===== src/rtl/core/btt_pkg.sv =====
// Package for the bucketed transposition table unit.
// Holds the payload structs, command/status structs, codes and field constants.
// Depends on nothing; every other file of the block but btt_ram imports it.
`default_nettype none

package btt_pkg;

   // Fixed field widths.
   localparam int KeyWidth   = 64;
   localparam int FlagWidth  = 15;
   localparam int FillWidth  = 13;
   localparam int FillLimit  = 8191;
   localparam int CsrIdxWidth = 2;
   localparam int CsrDataWidth = 32;

   // Default configuration of the table.
   localparam int DefBuckets = 1024;
   localparam int DefWays    = 4;

   // Request kinds.
   localparam logic [1:0] KIND_PROBE = 2'd0;
   localparam logic [1:0] KIND_STORE = 2'd1;
   localparam logic [1:0] KIND_CLEAR = 2'd2;

   // Bound code that marks an exact score.
   localparam logic [1:0] BOUND_EXACT = 2'd1;

   // Slack allowed before a deeper same-key entry blocks a store.
   localparam int DepthSlack = 3;

   // Configuration register indexes.
   localparam logic [CsrIdxWidth-1:0] CSR_CURRENT_AGE  = 2'd0;
   localparam logic [CsrIdxWidth-1:0] CSR_MATE_BOUND   = 2'd1;
   localparam logic [CsrIdxWidth-1:0] CSR_NO_MOVE_CODE = 2'd2;

   // Reset value of the mate bound configuration register.
   localparam logic [14:0] MATE_BOUND_RESET = 15'd30000;

   // Input item.
   typedef struct packed {
      logic [1:0]         kind;
      logic [63:0]        key;
      logic [6:0]         ply;
      logic signed [7:0]  search_depth;
      logic signed [15:0] score_in;
      logic signed [15:0] eval_in;
      logic [1:0]         bound_in;
      logic [31:0]        move_in;
   } btt_req_type;

   // Result item.
   typedef struct packed {
      logic               hit;
      logic signed [15:0] score_out;
      logic signed [15:0] eval_out;
      logic [31:0]        move_out;
      logic [14:0]        entry_flags;
      logic [12:0]        fill_count;
   } btt_rsp_type;

   // One table entry as held in memory.
   typedef struct packed {
      logic [63:0] key;
      logic [14:0] flags;
      logic [15:0] score;
      logic [15:0] eval;
      logic [31:0] move;
   } btt_entry_type;

   // Controller states.
   typedef enum logic [3:0] {
      ST_INIT,
      ST_IDLE,
      ST_DISPATCH,
      ST_MOD,
      ST_READ,
      ST_EVAL,
      ST_WRITE,
      ST_WIPE,
      ST_RESP
   } btt_state_type;

   // Commands from the controller to the datapath.
   typedef struct packed {
      logic load;
      logic mod_step;
      logic eval;
      logic write;
      logic wipe;
      logic rsp_load;
   } btt_cmd_type;

   // Status from the datapath to the controller.
   typedef struct packed {
      logic [1:0] kind;
      logic       mod_done;
      logic       scan_done;
      logic       wipe_done;
      logic       rsp_free;
   } btt_sts_type;

endpackage

`default_nettype wire


===== src/rtl/core/btt_ctrl.sv =====
// Controller state machine of the transposition table unit.
// Depends on btt_pkg for the state, command and status types.
`default_nettype none

module btt_ctrl (
   input  wire                  clock,
   input  wire                  reset,
   input  wire                  req_valid,
   output logic                 req_ready,
   input  btt_pkg::btt_sts_type sts,
   output btt_pkg::btt_cmd_type cmd
);
   import btt_pkg::*;

   btt_state_type state_ff, state_in;

   // State register.
   always_ff @(posedge clock) begin
      if (reset) begin
         state_ff <= ST_INIT;
      end else begin
         state_ff <= state_in;
      end
   end

   // Next state and commands.
   always_comb begin
      state_in  = state_ff;
      cmd       = '0;
      req_ready = 1'b0;
      unique case (state_ff)
         ST_INIT: begin
            cmd.wipe = 1'b1;
            if (sts.wipe_done) begin
               state_in = ST_IDLE;
            end
         end
         ST_IDLE: begin
            req_ready = 1'b1;
            if (req_valid) begin
               cmd.load = 1'b1;
               state_in = ST_DISPATCH;
            end
         end
         ST_DISPATCH: begin
            case (sts.kind)
               KIND_PROBE, KIND_STORE: state_in = ST_MOD;
               KIND_CLEAR:             state_in = ST_WIPE;
               default:                state_in = ST_RESP;
            endcase
         end
         ST_MOD: begin
            if (sts.mod_done) begin
               state_in = ST_READ;
            end else begin
               cmd.mod_step = 1'b1;
            end
         end
         ST_READ: begin
            state_in = ST_EVAL;
         end
         ST_EVAL: begin
            cmd.eval = 1'b1;
            if (!sts.scan_done) begin
               state_in = ST_READ;
            end else if (sts.kind == KIND_STORE) begin
               state_in = ST_WRITE;
            end else begin
               state_in = ST_RESP;
            end
         end
         ST_WRITE: begin
            cmd.write = 1'b1;
            state_in  = ST_RESP;
         end
         ST_WIPE: begin
            cmd.wipe = 1'b1;
            if (sts.wipe_done) begin
               state_in = ST_RESP;
            end
         end
         ST_RESP: begin
            if (sts.rsp_free) begin
               cmd.rsp_load = 1'b1;
               state_in     = ST_IDLE;
            end
         end
         default: begin
            state_in = ST_INIT;
         end
      endcase
   end

   // The controller never issues two memory-changing commands at once.
   assert property (@(posedge clock) disable iff (reset) !(cmd.write && cmd.wipe))
      else $error("write and wipe issued together");
   // A write always follows the final way evaluation of a store.
   assert property (@(posedge clock) disable iff (reset)
      cmd.write |-> $past(cmd.eval && sts.scan_done))
      else $error("write without completed scan");
   // A new request is only taken once the previous response was loaded.
   assert property (@(posedge clock) disable iff (reset)
      cmd.load |-> $past(cmd.rsp_load || state_ff == ST_IDLE || state_ff == ST_INIT))
      else $error("load while busy");

endmodule

`default_nettype wire


===== config.mk =====
export PLATFORM = sky130hd
export DESIGN_NAME = btt_ctrl
export DESIGN_NICKNAME = d
export VERILOG_FILES = /design/src/rtl/core/btt_pkg.sv /design/src/rtl/core/btt_ctrl.sv
export SDC_FILE = /design/constraint.sdc
export NUM_CORES = 1
export LEC_CHECK = 0
export BUFFER_PORTS_ARGS = -buffer_cell sky130_fd_sc_hd__buf_4
export CAP_MARGIN = 20
export CORE_AREA = 2 2 39 41
export CTS_CLUSTER_SIZE = 40
export DETAILED_ROUTE_END_ITERATION = 10
export DIE_AREA = 0 0 41 43
export SYNTH_ARGS = -nofsm -noshare
export SYNTH_HDL_FRONTEND = slang
export SYNTH_SLANG_ARGS = --single-unit

===== constraint.sdc =====
create_clock -name clock -period 2.69 [get_ports clock]
set_clock_uncertainty 0.05 [all_clocks]
set_input_delay 0.4035 -clock clock [delete_from_list [all_inputs] [get_ports clock]]
set_output_delay 0.4035 -clock clock [all_outputs]
set_load 0.01 [all_outputs]

==> summary.md <==
| Metric | Value |
|---|---|
| Outcome | finished clean |
| # diodes | 0 |
| Drt first-iter violations | 12 |
| Compound-Gate Fraction of Synth Area | 0.248 |
| Final hold viol count | 0 |
| Max Slew Vio Count | 0 |
| Crit start category | register |
| # port buffers | 15 |
| Post-cts sizing count | 0 |
| Met3 Track Usage GR | 0.0628 |
| Asr flop ratio synth | 0 |
| Vias per inst | 5.32 |
| Worst-Skew Late Latency | 0.23 ns |
| Fmax | 0.504 GHz |
| Antenna violations before repair | 0 |
| Hold Path Depth | 2 |
| Area growth, synth to finish | 35.2% |
| Layout Nets | 83 |
| Netlist cell types | 26 |
| Worst Hold Class | in -> reg |
| Reg power frac | 0.330 |
| Fill count | 150 |
| GRT Overall Usage | 0.129 |
| Worst slew pin tran | 0.454 ns |
| Switching share of total power | 0.397 |
| Die Ht | 43 µm |
| Setup Viol. Count Final | 0 |
| Final instance area | 524 µm² |
| RSZ-0062 raised after global routing | false |
| Max Cap Viol | 0 |
| Met2 usage | 0.228 |
| Vias | 468 |
| Num ports | 16 |
| Register area share after synthesis | 0.206 |
| Clock Tree Buf Depth | 2 |
| R2R Path Start | state_ff[3] |
| Top reg by flops | state_ff |
| Syn Nets | 67 |
| Largest family of logic cells by synthesized area | simple AND/OR/NAND/NOR gates |
| TNS Setup | 0 ns |
| Pwr dens | 602 mW/mm² |
| Worst path arrival time | 1.53 ns |
| FF-to-FF setup slack | 0.93 ns |
| GRT Residual Overflow | 0 |
| Final WL | 1020 µm |
| Hold Slack | 0.305 ns |
| DP Area | 502 µm² |
| CTS tree | built |
| Gp weighted congestion | 0.720 |
| Cell-internal power | 190 µW |
| Largest regs | state_ff (4) |
| Clock slew at reported path FFs | 0.04 ns |
| Share of post-route cells with drive strength above 1 | 0.278 |
| Largest net degree at the start of global routing | 16 |
| DP HPWL | 771 µm |
| Min cycle time layout | 1.98 ns |
| Synth Area in Adders | 0 |
| Max FFs per register | 4 |
| Setup crit start | state_ff[3] |
| Maximum vdd drop | 0.339 mV |
| Residual DRC | 0 |
| Die W | 41 µm |
| Worst setup EP type | output port |
| Leak | 0.000208 µW |
| Die Area | 0.00176 mm² |
| Core area | 0.00138 mm² |
| Crit path max fanout | 12 |
| Top Usage Layer GRT | met2 |
| Routed Antenna Nets | 0 |
| Commonest non-fill, non-tap cell in the layout | buf_4 |
| Sw Pwr | 125 µW |
| Slew headroom | 0.697 |
| Period Utilization, post-route | 0.737 |
| Post-Synth Simple-Gate Area | 0.432 |
| Ys flop type | dfxtp_1 |
| Combinational Power Share | 0.438 |
| Post-Synth XOR/XNOR Area | 0 |
| Clock power frac | 0.232 |
| FF-to-FF End | state_ff[1] |
| CTS Sinks | 4 |
| EDFF count, synth | 0 |
| First-pass GRT wire length | 1560 µm |
| Setup CP Type | reg -> out |
| Cell count after synthesis | 58 |
| CTS Buf Count | 3 |
| Most frequent cells in the layout | buf_4, nand2_1, a21oi_1 |
| # H-tree levels | 1 |
| Initial core utilization | 0.280 |
| Post-CTS setup buffers | 0 |
| Clock root cell | clkbuf_4 |
| Ys Warns | 0 |
| WP data required | 2.24 ns |
| Hold endpoint | state_ff[2] |
| Vias in the first global route | 385 |
| HP Start | reset |
| GRT met1 Usage | 0.138 |
| Netlist Area Pre-Place | 388 µm² |
| Mapped Avg Cell Area | 6.69 µm² |
| Cts hold-fix bufs | 0 |
| Count of state elements after synthesis | 4 |
| R2r worst-path depth | 5 |
| DR pass1 iterations | 4 |
| Row cnt | 14 |
| Per-cell routed wire length | 11.6 µm |
| Multiplexer area fraction after synthesis | 0.0258 |
==> routing by layer <==
metal,part of all wire,up-vias
li1,-,241
met1,0.41,209
met2,0.51,18
met3,0.079,0
met4,0,0
met5,0,-
==> cell families (layout without fill, tap and decap cells) <==
| group | after synthesis | in the layout |
|---|---|---|
| muxes | 1 | 1 |
| and+or+nand+nor | 30 | 30 |
| buffers and inverters | 8 | 22 |
| DFF | 4 | 4 |
| AOI/OAI and AO/OA | 15 | 15 |
==> cell usage after synthesis (2+ instances only) <==
master | n | share of area
a21oi_1 | 7 | 0.090
buf_2 | 3 | 0.039
nand2b_1 | 3 | 0.048
dfxtp_1 | 4 | 0.21
o21ai_0 | 3 | 0.039
inv_1 | 3 | 0.029
or3_1 | 4 | 0.065
nor3_1 | 6 | 0.077
nor3b_1 | 2 | 0.039
nand2_1 | 7 | 0.068
==> how the worst max path moves through the flow <==
stage / end
2_1_floorplan: cmd[5]
5_1_grt: cmd[0]
4_1_cts: cmd[0]
3_5_place_dp: state_ff[1]
6_report: cmd[0]
3_3_place_gp: cmd[0]
==> cell type report <==
type / instances / area (µm²) / share of cell area
multi-input combinational: 46 / 274 / 0.523
timing repair buffer: 15 / 113 / 0.215
sequential: 4 / 80.1 / 0.153
clock buffer: 3 / 22.5 / 0.0430
tap: 16 / 20.0 / 0.0382
inverter: 4 / 15.0 / 0.0286
==> critical path, cell delays in order (launching register included) <==
cell and delay, ns:
dfxtp_1 0.53, or3b_1 0.41, nor3b_1 0.21, buf_4 0.15
==> power groups by stage <==
| stage | Combinational (µW) | Clock, µW | Sequential (µW) |
|---|---|---|---|
| after floorplan | 113 | 0 | 79.2 |
| after global placement | 139 | 0 | 104 |
| after detailed placement | 139 | 0 | 104 |
| after CTS | 140 | 77.2 | 104 |
| after global routing | 158 | 84.9 | 108 |
| final | 138 | 73.2 | 104 |
==> per-stage QoR <==
step / std cells / util / setup WS [ns] / total power (µW)
after floorplan: 58 / - / 1.04 / 192
after global placement: 85 / 0.363 / 0.957 / 243
after detailed placement: 85 / 0.363 / 0.930 / 243
after CTS: 88 / 0.379 / 0.697 / 320
after global routing: 88 / 0.379 / 0.616 / 351
final: 88 / 0.379 / 0.706 / 316
Note: power is estimated with default switching activity, not from simulation.
